===== src/rtl/cdtp_pkg.sv =====
// Package: types, constants and CRC helper for the CD-Text pack framer.
`timescale 1ns / 1ps
`default_nettype none
package cdtp_pkg;

    localparam int TEXT_BYTES_PER_PACK = 12;
    localparam int HDR_LEN             = 4;
    localparam int PACK_LEN            = 18;
    localparam int CRC_POS             = HDR_LEN + TEXT_BYTES_PER_PACK;
    localparam int INFO_PACKS          = 3;

    localparam int FILL_W = $clog2(TEXT_BYTES_PER_PACK + 1);
    localparam int BIDX_W = $clog2(TEXT_BYTES_PER_PACK);
    localparam int BYTE_W = $clog2(PACK_LEN);
    localparam int PIDX_W = $clog2(INFO_PACKS);

    localparam logic [BYTE_W-1:0] BYTE_SEQ     = BYTE_W'(2);
    localparam logic [BYTE_W-1:0] BYTE_POS     = BYTE_W'(3);
    localparam logic [BYTE_W-1:0] BYTE_CRC_HI  = BYTE_W'(CRC_POS);
    localparam logic [BYTE_W-1:0] BYTE_CRC_LO  = BYTE_W'(CRC_POS + 1);
    localparam logic [PIDX_W-1:0] LAST_INFO    = PIDX_W'(INFO_PACKS - 1);

    localparam logic       OP_TEXT   = 1'b0;
    localparam logic       OP_FINISH = 1'b1;

    localparam logic       REG_FIRST_TRACK = 1'b0;
    localparam logic       REG_LAST_TRACK  = 1'b1;

    localparam logic [7:0]  TYPE_TITLE     = 8'h80;
    localparam logic [7:0]  TYPE_PERFORMER = 8'h81;
    localparam logic [7:0]  TYPE_SIZE_INFO = 8'h8F;
    localparam logic [7:0]  LANG_ENGLISH   = 8'h09;
    localparam logic [15:0] CRC_POLY       = 16'h1021;

    typedef struct packed {
        logic       opcode;
        logic [7:0] text_byte;
        logic [7:0] pack_type;
        logic [6:0] track_number;
        logic       end_of_block;
    } t_in_item;

    typedef struct packed {
        logic [7:0] out_byte;
        logic       last_of_pack;
        logic       last_of_run;
    } t_out_item;

    typedef enum logic [1:0] {
        ST_IDLE,
        ST_TEXT,
        ST_INFO
    } t_state;

    typedef struct packed {
        logic              load_char;   // text item accepted
        logic              info;        // emitting size-information packs
        logic              byte_adv;    // current byte taken by receiver
        logic              pack_end;    // last byte of a pack taken
        logic              run_end;     // last byte of the run taken
        logic              last_of_run; // current byte ends the run
        logic [BYTE_W-1:0] byte_idx;
        logic [PIDX_W-1:0] pack_idx;
    } t_cmd;

    typedef struct packed {
        logic pack_done;                // accepted char completes a pack
    } t_status;

    // MSB-first CRC-16 CCITT, one byte
    function automatic logic [15:0] crc_byte(input logic [15:0] crc_in, input logic [7:0] d);
        logic [15:0] c;
        c = crc_in ^ {d, 8'h00};
        for (int b = 0; b < 8; b++) begin
            if (c[15]) begin
                c = {c[14:0], 1'b0} ^ CRC_POLY;
            end else begin
                c = {c[14:0], 1'b0};
            end
        end
        return c;
    endfunction

endpackage
`default_nettype wire


===== src/rtl/cdtp_ctrl.sv =====
// Controller: handshake, byte/pack sequencing for the pack framer.
`timescale 1ns / 1ps
`default_nettype none
module cdtp_ctrl
    import cdtp_pkg::*;
(
    input  wire logic    i_clk,
    input  wire logic    i_rst_n,
    input  wire logic    i_in_valid,
    input  wire logic    i_opcode,
    input  wire logic    i_out_ready,
    input  wire t_status i_status,
    output logic         o_in_ready,
    output logic         o_out_valid,
    output t_cmd         o_cmd
);

    t_state            r_state, n_state;
    logic [BYTE_W-1:0] r_byte, n_byte;
    logic [PIDX_W-1:0] r_pack, n_pack;
    logic              accept;
    logic              adv;
    logic              at_last_byte;

    assign accept       = i_in_valid && (r_state == ST_IDLE);
    assign adv          = (r_state != ST_IDLE) && i_out_ready;
    assign at_last_byte = (r_byte == BYTE_CRC_LO);

    always_ff @(posedge i_clk) begin
        if (!i_rst_n) begin
            r_state <= ST_IDLE;
            r_byte  <= '0;
            r_pack  <= '0;
        end else begin
            r_state <= n_state;
            r_byte  <= n_byte;
            r_pack  <= n_pack;
        end
    end

    // next state
    always_comb begin
        n_state = r_state;
        unique case (r_state)
            ST_IDLE: begin
                if (accept) begin
                    if (i_opcode == OP_FINISH) begin
                        n_state = ST_INFO;
                    end else if (i_status.pack_done) begin
                        n_state = ST_TEXT;
                    end
                end
            end
            ST_TEXT: begin
                if (adv && at_last_byte) begin
                    n_state = ST_IDLE;
                end
            end
            ST_INFO: begin
                if (adv && at_last_byte && (r_pack == LAST_INFO)) begin
                    n_state = ST_IDLE;
                end
            end
            default: n_state = ST_IDLE;
        endcase
    end

    always_comb begin
        n_byte = r_byte;
        n_pack = r_pack;
        if (accept) begin
            n_byte = '0;
            n_pack = '0;
        end else if (adv) begin
            if (at_last_byte) begin
                n_byte = '0;
                n_pack = r_pack + PIDX_W'(1);
            end else begin
                n_byte = r_byte + BYTE_W'(1);
            end
        end
    end

    // outputs
    always_comb begin
        o_in_ready        = 1'b0;
        o_out_valid       = 1'b0;
        o_cmd             = '0;
        o_cmd.byte_idx    = r_byte;
        o_cmd.pack_idx    = r_pack;
        unique case (r_state)
            ST_IDLE: begin
                o_in_ready      = 1'b1;
                o_cmd.load_char = i_in_valid && (i_opcode == OP_TEXT);
            end
            ST_TEXT: begin
                o_out_valid       = 1'b1;
                o_cmd.byte_adv    = i_out_ready;
                o_cmd.pack_end    = i_out_ready && at_last_byte;
                o_cmd.run_end     = i_out_ready && at_last_byte;
                o_cmd.last_of_run = at_last_byte;
            end
            ST_INFO: begin
                o_out_valid       = 1'b1;
                o_cmd.info        = 1'b1;
                o_cmd.byte_adv    = i_out_ready;
                o_cmd.pack_end    = i_out_ready && at_last_byte;
                o_cmd.run_end     = i_out_ready && at_last_byte && (r_pack == LAST_INFO);
                o_cmd.last_of_run = at_last_byte && (r_pack == LAST_INFO);
            end
            default: begin
                o_in_ready = 1'b0;
            end
        endcase
    end

endmodule
`default_nettype wire


===== src/rtl/cdtp_datapath.sv =====
// Datapath: text buffer, header/counter state, pack byte mux and CRC.
`timescale 1ns / 1ps
`default_nettype none
module cdtp_datapath
    import cdtp_pkg::*;
(
    input  wire logic       i_clk,
    input  wire logic       i_rst_n,
    input  wire t_in_item   i_item,
    input  wire t_cmd       i_cmd,
    input  wire logic       i_cfg_we,
    input  wire logic       i_cfg_index,
    input  wire logic [6:0] i_cfg_data,
    output t_status         o_status,
    output t_out_item       o_item
);

    logic [7:0]        r_body [TEXT_BYTES_PER_PACK];
    logic [FILL_W-1:0] r_fill;
    logic [7:0]        r_hdr_type;
    logic [6:0]        r_hdr_track;
    logic [7:0]        r_hdr_pos;
    logic [7:0]        r_char_pos;
    logic [7:0]        r_seq;
    logic [7:0]        r_title_cnt;
    logic [7:0]        r_perf_cnt;
    logic [15:0]       r_crc;
    logic [6:0]        r_first_track;
    logic [6:0]        r_last_track;

    logic [BYTE_W-1:0] body_off;
    logic [BIDX_W-1:0] body_idx;
    logic [7:0]        text_byte;
    logic [7:0]        info_byte;
    logic [7:0]        cur_byte;
    logic [7:0]        seq_plus;

    assign o_status.pack_done = (r_fill == FILL_W'(TEXT_BYTES_PER_PACK - 1))
                                || i_item.end_of_block;

    // body is only written, never cleared: slots at or past the fill count read as zero
    always_ff @(posedge i_clk) begin
        if (i_cmd.load_char) begin
            r_body[r_fill[BIDX_W-1:0]] <= i_item.text_byte;
        end
    end

    always_ff @(posedge i_clk) begin
        if (!i_rst_n) begin
            r_fill        <= '0;
            r_hdr_type    <= '0;
            r_hdr_track   <= '0;
            r_hdr_pos     <= '0;
            r_char_pos    <= '0;
            r_seq         <= '0;
            r_title_cnt   <= '0;
            r_perf_cnt    <= '0;
            r_crc         <= '0;
            r_first_track <= 7'd1;
            r_last_track  <= '0;
        end else begin
            if (i_cfg_we) begin
                if (i_cfg_index == REG_FIRST_TRACK) begin
                    r_first_track <= i_cfg_data;
                end else begin
                    r_last_track <= i_cfg_data;
                end
            end
            if (i_cmd.load_char) begin
                if (r_fill == '0) begin
                    r_hdr_type  <= i_item.pack_type;
                    r_hdr_track <= i_item.track_number;
                    r_hdr_pos   <= r_char_pos;
                end
                r_fill <= r_fill + FILL_W'(1);
                if (i_item.end_of_block || (i_item.text_byte == 8'h00)) begin
                    r_char_pos <= '0;
                end else begin
                    r_char_pos <= r_char_pos + 8'd1;
                end
            end
            if (i_cmd.pack_end) begin
                r_crc <= '0;
            end else if (i_cmd.byte_adv && (i_cmd.byte_idx < BYTE_CRC_HI)) begin
                r_crc <= crc_byte(r_crc, cur_byte);
            end
            if (i_cmd.pack_end && !i_cmd.info) begin
                r_fill <= '0;
                r_seq  <= r_seq + 8'd1;
                if (r_hdr_type == TYPE_TITLE) begin
                    r_title_cnt <= r_title_cnt + 8'd1;
                end else if (r_hdr_type == TYPE_PERFORMER) begin
                    r_perf_cnt <= r_perf_cnt + 8'd1;
                end
            end
            if (i_cmd.run_end && i_cmd.info) begin
                r_fill      <= '0;
                r_seq       <= '0;
                r_title_cnt <= '0;
                r_perf_cnt  <= '0;
                r_char_pos  <= '0;
            end
        end
    end

    assign body_off = i_cmd.byte_idx - BYTE_W'(HDR_LEN);
    assign body_idx = body_off[BIDX_W-1:0];
    assign seq_plus = r_seq + {{(8-PIDX_W){1'b0}}, i_cmd.pack_idx};

    always_comb begin
        text_byte = 8'h00;
        case (i_cmd.byte_idx)
            BYTE_W'(0): text_byte = r_hdr_type;
            BYTE_W'(1): text_byte = {1'b0, r_hdr_track};
            BYTE_SEQ:   text_byte = r_seq;
            BYTE_POS:   text_byte = r_hdr_pos;
            default: begin
                if (FILL_W'(body_idx) < r_fill) begin
                    text_byte = r_body[body_idx];
                end
            end
        endcase
    end

    // size-information layout: counts in pack 0, pack total and last
    // sequence number in pack 1, language code in pack 2
    always_comb begin
        info_byte = 8'h00;
        case (i_cmd.byte_idx)
            BYTE_W'(0): info_byte = TYPE_SIZE_INFO;
            BYTE_W'(1): info_byte = {{(8-PIDX_W){1'b0}}, i_cmd.pack_idx};
            BYTE_SEQ:   info_byte = seq_plus;
            BYTE_W'(5): if (i_cmd.pack_idx == PIDX_W'(0)) info_byte = {1'b0, r_first_track};
            BYTE_W'(6): if (i_cmd.pack_idx == PIDX_W'(0)) info_byte = {1'b0, r_last_track};
            BYTE_W'(7): if (i_cmd.pack_idx == PIDX_W'(1)) info_byte = 8'(INFO_PACKS);
            BYTE_W'(8): begin
                if (i_cmd.pack_idx == PIDX_W'(0)) begin
                    info_byte = r_title_cnt;
                end else if (i_cmd.pack_idx == PIDX_W'(2)) begin
                    info_byte = LANG_ENGLISH;
                end
            end
            BYTE_W'(9): if (i_cmd.pack_idx == PIDX_W'(0)) info_byte = r_perf_cnt;
            BYTE_W'(12): if (i_cmd.pack_idx == PIDX_W'(1)) info_byte = r_seq + 8'd2;
            default: info_byte = 8'h00;
        endcase
    end

    always_comb begin
        if (i_cmd.byte_idx == BYTE_CRC_HI) begin
            cur_byte = ~r_crc[15:8];
        end else if (i_cmd.byte_idx == BYTE_CRC_LO) begin
            cur_byte = ~r_crc[7:0];
        end else if (i_cmd.info) begin
            cur_byte = info_byte;
        end else begin
            cur_byte = text_byte;
        end
    end

    assign o_item.out_byte     = cur_byte;
    assign o_item.last_of_pack = (i_cmd.byte_idx == BYTE_CRC_LO);
    assign o_item.last_of_run  = i_cmd.last_of_run;

endmodule
`default_nettype wire


===== src/rtl/cd_text_pack_framer_unit.sv =====
// Top level: CD-Text pack framer with CRC-16 CCITT.
//
// Input channel (i_in_valid / o_in_ready, i_in_item) takes one item at a time:
// a text character or a finish command. A character that does not close a
// pack is absorbed and produces nothing. A character that fills the twelfth
// text slot or carries end_of_block starts an 18-byte pack on the output
// channel; a finish command starts three size-information packs (54 bytes).
// Output (o_out_valid / i_out_ready, o_out_item) moves one byte per cycle
// while the receiver is ready; the first byte is valid the cycle after the
// input is accepted, and the CRC is built byte by byte as the pack goes out.
// While bytes are being sent no input is taken; the single output path is
// one byte wide. A stalled receiver simply holds the current byte.
// The config channel (i_cfg_valid / o_cfg_ready) is always ready and writes
// first_track (index 0) or last_track (index 1).
// Reset (synchronous, active low) clears all counters and the pending pack,
// first_track returns to 1 and last_track to 0; the block is ready at once.
`timescale 1ns / 1ps
`default_nettype none
module cd_text_pack_framer_unit
    import cdtp_pkg::*;
(
    input  wire logic       i_clk,
    input  wire logic       i_rst_n,
    input  wire logic       i_in_valid,
    output logic            o_in_ready,
    input  wire t_in_item   i_in_item,
    output logic            o_out_valid,
    input  wire logic       i_out_ready,
    output t_out_item       o_out_item,
    input  wire logic       i_cfg_valid,
    output logic            o_cfg_ready,
    input  wire logic       i_cfg_index,
    input  wire logic [6:0] i_cfg_data
);

    t_cmd    cmd;
    t_status status;

    assign o_cfg_ready = 1'b1;

    cdtp_ctrl u_ctrl (
        .i_clk       (i_clk),
        .i_rst_n     (i_rst_n),
        .i_in_valid  (i_in_valid),
        .i_opcode    (i_in_item.opcode),
        .i_out_ready (i_out_ready),
        .i_status    (status),
        .o_in_ready  (o_in_ready),
        .o_out_valid (o_out_valid),
        .o_cmd       (cmd)
    );

    cdtp_datapath u_dp (
        .i_clk       (i_clk),
        .i_rst_n     (i_rst_n),
        .i_item      (i_in_item),
        .i_cmd       (cmd),
        .i_cfg_we    (i_cfg_valid),
        .i_cfg_index (i_cfg_index),
        .i_cfg_data  (i_cfg_data),
        .o_status    (status),
        .o_item      (o_out_item)
    );

    a_ready_excl: assert property (@(posedge i_clk) disable iff (!i_rst_n)
        o_in_ready |-> !o_out_valid)
        else $error("input ready while a pack is being sent");

    a_run_ends_pack: assert property (@(posedge i_clk) disable iff (!i_rst_n)
        (o_out_valid && o_out_item.last_of_run) |-> o_out_item.last_of_pack)
        else $error("run ends mid-pack");

    a_ready_after_run: assert property (@(posedge i_clk) disable iff (!i_rst_n)
        (o_out_valid && i_out_ready && o_out_item.last_of_run) |=> o_in_ready)
        else $error("not ready after last byte of run");

    a_pack_start: assert property (@(posedge i_clk) disable iff (!i_rst_n)
        (o_out_valid && i_out_ready && o_out_item.last_of_pack && !o_out_item.last_of_run)
        |=> o_out_valid)
        else $error("size-information run broke off between packs");

endmodule
`default_nettype wire

===== config.mk =====
export PLATFORM = sky130hd
export DESIGN_NAME = cd_text_pack_framer_unit
export DESIGN_NICKNAME = d
export VERILOG_FILES = /design/src/rtl/cdtp_pkg.sv /design/src/rtl/cdtp_ctrl.sv /design/src/rtl/cdtp_datapath.sv /design/src/rtl/cd_text_pack_framer_unit.sv
export SDC_FILE = /design/constraint.sdc
export NUM_CORES = 1
export LEC_CHECK = 0
export BUFFER_PORTS_ARGS = -buffer_cell sky130_fd_sc_hd__buf_2
export CORE_ASPECT_RATIO = 1.75
export CORE_MARGIN = 3
export CORE_UTILIZATION = 62
export DETAILED_ROUTE_END_ITERATION = 12
export PLACE_DENSITY = 0.77
export SYNTH_ARGS = -nofsm -noshare
export SYNTH_HDL_FRONTEND = slang
export SYNTH_SLANG_ARGS = --single-unit
export TNS_END_PERCENT = 1

===== constraint.sdc =====
create_clock -name i_clk -period 4.19 [get_ports i_clk]
set_input_delay 0.2095 -clock i_clk [delete_from_list [all_inputs] [get_ports i_clk]]
set_output_delay 0.2095 -clock i_clk [all_outputs]
set_load 0.01 [all_outputs]

==> qor.csv, run 1 <==
stage,metric,value,unit
critical_path,slowest_delay,680,ps
critical_path,critical_path_buf_inv_count,3,
timing,hold_viol,0,
pwr,internal-power,3.060,mW
floorplan,core,15460,um^2
job,max_cap_viol_count,0,
synthesis,yosys-mux-area-fraction,0.07575,
timing,fin_crit_sh,0.9030,
timing,max_slew_margin,0.3062,
synthesis,synth-xor-area-share,0.04162,
critical_path,cpMostUsedCell,buf_4,
run_status,run_status,finished clean,
global_routing,grt_pass1_vias,7741,
placement,dp_hpwl,18760,um
floorplan,initial_core_util,0.6376,
drt,drc,0,
timing,whs,8.306,ps
pwr,combinationalPowerShare,0.129,
clock_tree,htreeDepth,4,
clock_tree,post_cts_resized,0,
clock_tree,cts.clk_slew.worst_paths,80,ps
critical_path,cp_top_family,compound AO/OA/AOI/OAI gates,
critical_path,critPathArrivalTime,3570,ps
global_routing,globalRouteOverflowTotal,0,
min_path,worstHoldPathType,input port to flip-flop,
clock_tree,cts_setup_buffers,0,
synthesis,synth_top_area_share,0.2923,
global_routing,grtUsageTotal,0.3014,
synthesis,syn-mean-instance-area,10.78,um^2
synthesis,synth.most_common_cell,nand2_1,
synthesis,async_flop_share,0,
clock_tree,hold_buffers,0,
drt,ant_nets,0,
global_routing,antenna_found_initial,0,
pwr,switching_share,0.2880,
pwr,p_sw,1.238,mW
synthesis,syn_area,9861,um^2
floorplan,dieArea,17510,um^2
critical_path,slowest_stage,a221oi_1,
synthesis,synth_flop_cell,dfxtp_1,
floorplan,die_width,101.3,um
synthesis,synthCells,915,
timing,slew_violations,0,
critical_path,crit_path_end_kind,primary output,
synthesis,syn_nets,983,
drt,drtIter0Drc,487,
synthesis,synth_cell_types,86,
floorplan,die_y,172.8,um
critical_path,crit_path_cell_trace,"buf_4, ha_1, buf_4, a22o_1, a221oi_1, o32ai_1, a32oi_1, o21ai_0, buf_2",
clock_tree,cts_buffer_depth,2,
drt,wl_per_cell,22.41,um
finish,layout-drive-gt1-share,0.1581,
floorplan,ioPinCount,51,
global_routing,grt_pass1_wl,40560,um
pwr,power.density,397.6,nW/um^2
pwr,seq_power_share,0.481,
drt,num_vias,7385,
floorplan,std_cell_rows,60,
synthesis,synth_fa_ha_area_frac,0.03883,
drt,wl,25570,um
timing,setup_tns,0,ps
timing,tightest_slew,1040,ps
drt,vias_per_cell,6.472,
pwr,leakage,3.859,nW
critical_path,cp_max_fo,26,
synthesis,synth-seq-area-share,0.4913,
pwr,clockPowerShare,0.390,
global_routing,grt_max_degree,45,
placement,dp_cells,1109,
synthesis,synth_warnings,0,
synthesis,synth_area_leaders,"edfxtp_1 29%, dfxtp_1 20%, mux4_2 5.5%",
synthesis,yosysTopAreaCell,edfxtp_1,
synthesis,yosys-top-cells-count,"119 x nand2_1, 98 x dfxtp_1, 96 x edfxtp_1",
clock_tree,clkSinkCount,194,
synthesis,synth-seq-cells,194,
drt,first_pass_iters,5,
synthesis,synth-simple-area-share,0.1614,
finish,fin_nets,1010,
timing,fmax,264.3,MHz
finish,antenna_cells,0,
clock_tree,cts_buffers,17,
timing,fin_skew,14.48,ps
placement,port_buffers,49,
critical_path,rrSetupSlack,520,ps
critical_path,crit_path_start_kind,flip-flop,
critical_path,crit_type,flip-flop to primary output,
synthesis,synth_top_family_by_area,simple AND/OR/NAND/NOR gates,
finish,stdcell_count,1141,
timing,rsz0062_at_grt,false,
placement,gp_congestion,0.9510,
synthesis,synth_compound_area_frac,0.1572,
pwr,ir_worst_vdd,0.3888,mV
timing,finalSetupViolations,0,
clock_tree,cts_tree,built,
timing,fin_crit,3784,ps
synthesis,synth_edf_count,96,
critical_path,cp.required,3980,ps
finish,area_growth,9.618,%
clock_tree,clkLatencyLatePin,440,ps
clock_tree,root_buffer,clkbuf_16,
-- final cells by class --
cell class / count / area (um^2)
Clock buffer: 17 / 425.4
Clock inverter: 15 / 190.2
Fill cell: 1127 / 4656
Inverter: 18 / 67.56
Multi-Input combinational cell: 647 / 4691
Sequential cell: 194 / 4845
Tap cell: 186 / 232.7
Timing Repair Buffer: 64 / 357.8
-- worst min-delay path, cell delays in order --
cell and delay, ps:
buf_2 90, mux2i_1 60, nand2_1 60
-- through the flow --
step,area (um^2),power (mW),worst slack [ps],utilization
after floorplan,9861,2.480,650.3,-
after global placement,10190,2.637,662.8,0.6591
after detailed placement,10190,2.654,601.7,0.6591
after CTS,10810,4.303,461.4,0.6989
after global routing,10810,4.451,215.7,0.6989
final,10810,4.298,406.4,0.6989
-- cell families (layout without fill, tap and decap cells) --
group | after synthesis | after routing
and+or+nand+nor | 322 | 322
AOI/OAI and AO/OA | 204 | 204
DFF | 194 | 194
buffers and inverters | 74 | 114
xor gates and xnor gates | 46 | 46
muxes | 44 | 44
adders and majority gates | 30 | 30
other | 1 | 1
-- flip-flops by register name (all words and copies together) (netlist names), 5 cells and up --
signal / flops
u_dp.r_seq: 8
u_dp.r_hdr_track: 7
u_dp.r_perf_cnt: 8
u_dp.r_hdr_pos: 8
u_dp.r_body: 96
u_dp.r_first_track: 7
u_ctrl.r_byte: 5
u_dp.r_last_track: 7
u_dp.r_char_pos: 8
u_dp.r_hdr_type: 8
u_dp.r_crc: 16
u_dp.r_title_cnt: 8
-- power groups by stage --
stage	Sequential, mW	Combinational, mW	Clock [mW]
after floorplan	2.10	0.383	0
after global placement	2.11	0.530	0
after detailed placement	2.11	0.545	0
after CTS	2.07	0.550	1.69
after global routing	2.07	0.605	1.77
final	2.07	0.555	1.68
-- cells in the final DEF, fill, tap and decap left out, types with 5 or more instances in the layout --
| cell type | count |
|---|---|
| a22oi_1 | 15 |
| a21oi_1 | 32 |
| o21a_1 | 7 |
| clkinv_8 | 6 |
| a21boi_0 | 32 |
| a221oi_1 | 6 |
| buf_2 | 49 |
| a31oi_1 | 7 |
| and3_1 | 6 |
| or3_1 | 12 |
| mux2i_1 | 17 |
| nand2_1 | 119 |
| inv_1 | 16 |
| nand2b_1 | 6 |
| dfxtp_1 | 98 |
| nor3_1 | 15 |
| and2_1 | 17 |
| o21ai_1 | 6 |
| o21ai_0 | 26 |
| mux4_2 | 24 |
| a211oi_2 | 5 |
| buf_4 | 15 |
| ha_1 | 29 |
| a22o_1 | 14 |
| nor2b_1 | 9 |
| nand3_1 | 27 |
| a211oi_1 | 6 |
| clkbuf_16 | 17 |
| edfxtp_1 | 96 |
| xnor2_1 | 16 |
| nand4_1 | 15 |
| xor2_1 | 29 |
| nor2_1 | 62 |
-- per-layer routing --
layer / track usage / vias up / part of all wire
li1: - / 3431 / -
met3: 0.04764 / 98 / 0.044
met2: 0.5372 / 275 / 0.55
met5: 0 / - / 0
met4: 0.1830 / 0 / 0.062
met1: 0.3235 / 3581 / 0.35
-- path summary, 6_finish.rpt --
check / from / end / cells past startpoint
worst max-delay path: u_ctrl.r_byte[1] / o_out_item[5] / 9
worst max register to register: u_ctrl.r_byte[1] / u_dp.r_crc[5] / 12
worst min-delay path: i_cfg_data[0] / u_dp.r_first_track[0] / 3
worst min register to register: u_dp.r_hdr_track[2] / u_dp.r_hdr_track[2] / 2
No activity file was read; power rests on OpenSTA's default activity.
==> run 2, diff against run 1 <==
CORE_ASPECT_RATIO = 1.5   (was 1.75)
==> run 2 against run 1 <==
Net effect:
- sequential share of layout area shrank 0.16 points
- first-iteration DRC count grew 22%
- global-route usage shrank 0.37 points
- sequential power is essentially flat
- combinational power shrank 0.9%
- sequential cell count is the same
- die area shrank 0.16%
==> qor.csv, run 2 (same netlist as run 1, synthesis figures left out) <==
stage,metric,value,unit,change
finish,fin_nets,1011,,was 1010
floorplan,die_y,160.5,um,was 172.8 um
drt,vias_per_cell,6.416,,was 6.472
critical_path,cp.required,3980,ps,about the same
timing,fin_crit,3919,ps,was 3784 ps
critical_path,critPathArrivalTime,3710,ps,was 3570 ps
floorplan,ioPinCount,51,,unchanged
global_routing,antenna_found_initial,0,,unchanged
drt,first_pass_iters,7,,was 5
global_routing,grt_pass1_vias,7349,,was 7741
clock_tree,htreeDepth,4,,unchanged
min_path,worstHoldPathType,input port to flip-flop,,unchanged
drt,ant_nets,0,,unchanged
timing,rsz0062_at_grt,false,,unchanged
critical_path,cp_max_fo,13,,was 26
clock_tree,clkSinkCount,194,,unchanged
timing,hold_viol,0,,unchanged
critical_path,crit_type,flip-flop to primary output,,unchanged
critical_path,rr_startpoint,u_ctrl.r_byte[0],,was u_ctrl.r_byte[1]
finish,layout-drive-gt1-share,0.1579,,was 0.1581
clock_tree,cts.clk_slew.worst_paths,70,ps,was 80 ps
floorplan,std_cell_rows,55,,was 60
drt,wl_per_cell,21.90,um,was 22.41 um
pwr,power.density,398.2,nW/um^2,was 397.6 nW/um^2
timing,finalSetupViolations,0,,unchanged
floorplan,dieArea,17480,um^2,was 17510 um^2
drt,wl,25290,um,was 25570 um
timing,max_slew_margin,0.5279,,was 0.3062
global_routing,grtUsageTotal,0.2978,,was 0.3014
clock_tree,cts_setup_buffers,0,,unchanged
critical_path,crit_path_end_kind,primary output,,unchanged
timing,fin_crit_sh,0.9352,,was 0.9030
timing,setup_tns,0,ps,unchanged
critical_path,reg2reg_depth,11,,was 12
clock_tree,cts_tree,built,,unchanged
critical_path,crit_path_start_kind,flip-flop,,unchanged
finish,final_cell_mix,"119 x nand2_1, 98 x dfxtp_1, 96 x edfxtp_1",,unchanged
clock_tree,cts_buffers,17,,unchanged
clock_tree,cts_buffer_depth,2,,unchanged
floorplan,core,15350,um^2,was 15460 um^2
critical_path,crit_path_start,u_ctrl.r_byte[0],,was u_ctrl.r_byte[1]
timing,slew_violations,0,,unchanged
timing,tightest_slew,706.6,ps,was 1040 ps
drt,drtIter0Drc,593,,was 487
placement,port_buffers,49,,unchanged
floorplan,initial_core_util,0.6426,,was 0.6376
global_routing,grt_pass1_wl,39550,um,was 40560 um
placement,gp_congestion,0.9379,,was 0.9510
finish,layout_commonest_cell,nand2_1,,unchanged
finish,largest_register_ffs,96,,unchanged
floorplan,die_width,109.0,um,was 101.3 um
drt,drc,0,,unchanged
pwr,combinationalPowerShare,0.127,,was 0.129
timing,whs,12.58,ps,was 8.306 ps
pwr,seq_power_share,0.479,,was 0.481
pwr,internal-power,3.157,mW,was 3.060 mW
finish,antenna_cells,0,,unchanged
critical_path,reg2reg_to,u_dp.r_crc[5],,unchanged
global_routing,globalRouteOverflowTotal,0,,unchanged
pwr,leakage,3.866,nW,was 3.859 nW
timing,fin_skew,13.36,ps,was 14.48 ps
drt,num_vias,7411,,was 7385
global_routing,grt_max_degree,45,,unchanged
critical_path,rrSetupSlack,500,ps,was 520 ps
pwr,p_sw,1.163,mW,was 1.238 mW
timing,fmax,255.2,MHz,was 264.3 MHz
pwr,ir_worst_vdd,0.3801,mV,was 0.3888 mV
pwr,switching_share,0.2692,,was 0.2880
placement,dp_hpwl,18160,um,was 18760 um
clock_tree,clkLatencyLatePin,450,ps,was 440 ps
clock_tree,root_buffer,clkbuf_16,,unchanged
critical_path,crit_end,o_out_item[3],,was o_out_item[5]
finish,area_growth,9.999,%,was 9.618%
pwr,clockPowerShare,0.394,,was 0.390
job,max_cap_viol_count,0,,unchanged
run_status,run_status,finished clean,,unchanged
run 2: cell count changes in the layout (fill, tap and decap cells not counted):
cell and change:
clkbuf_1 +1, ha_2 +1, dlygate4sd3_1 +1, bufinv_16 +2, clkinv_8 -3, ha_1 -1
clkinv_4 +3, inv_8 -1, clkinv_2 -1, inv_12 -1
run 2: worst min path at each step:
stage	endpoint	from	slack, ps	cells after the start
floorplan	u_dp.r_body[0][0]	i_in_item[16]	310	0
finish	u_dp.r_hdr_track[2]	i_in_item[3]	10	3
global route	u_dp.r_hdr_track[3]	i_in_item[4]	20	3
detailed placement	u_dp.r_first_track[0]	i_cfg_data[0]	440	3
global placement	u_dp.r_first_track[0]	i_cfg_data[0]	440	3
CTS	u_dp.r_hdr_track[2]	i_in_item[3]	10	3
run 2: through the flow:
step	power [mW]	util	area (um^2)	worst slack (ps)	cells
after CTS	4.316	0.7066	10840	224.4	1155
final	4.319	0.7068	10850	271.5	1155
after global routing	4.454	0.7068	10850	87.75	1155
after detailed placement	2.647	0.6653	10210	471.5	1122
after global placement	2.633	0.6653	10210	611.4	1122
after floorplan	2.480	-	9861	650.3	915
run 2: what timing repair did:
action	CTS	global route
setup endpoints to repair	0	1
hold buffers	1	0
gates resized for setup	0	1
endpoints found under the hold margin	1	0
run 2: layer usage:
layer,up-vias,part of all wire,GRT usage
met5,-,0,0
met3,61,0.050,0.05147
met4,0,0.035,0.1206
li1,3442,-,-
met2,294,0.55,0.5380
met1,3614,0.37,0.3415
run 2: critical path, cell delays in order (launching register included):
cell      delay (ps)
dfxtp_1          500
inv_1            210
ha_1             420
or4_4            600
a21oi_2          210
o21ai_4          160
o32ai_1          420
a211oi_1         150
o21ai_0          170
a21boi_0         240
buf_2            180
run 2: cell type report:
cell class | count | area, um^2
flip-flops and latches | 194 | 4845
multi-input cells | 647 | 4693
fillers | 1127 | 4499
clock buffers | 18 | 429.2
repair buffers | 65 | 367.9
well taps | 199 | 249.0
clock inverters | 14 | 195.2
inverters | 18 | 67.56
run 2: power by group through the flow:
stage	clock network [mW]	logic [mW]	registers, mW
finish	1.70	0.550	2.07
global route	1.79	0.593	2.07
CTS	1.71	0.542	2.07
detailed placement	0	0.535	2.11
global placement	0	0.523	2.11
floorplan	0	0.383	2.10
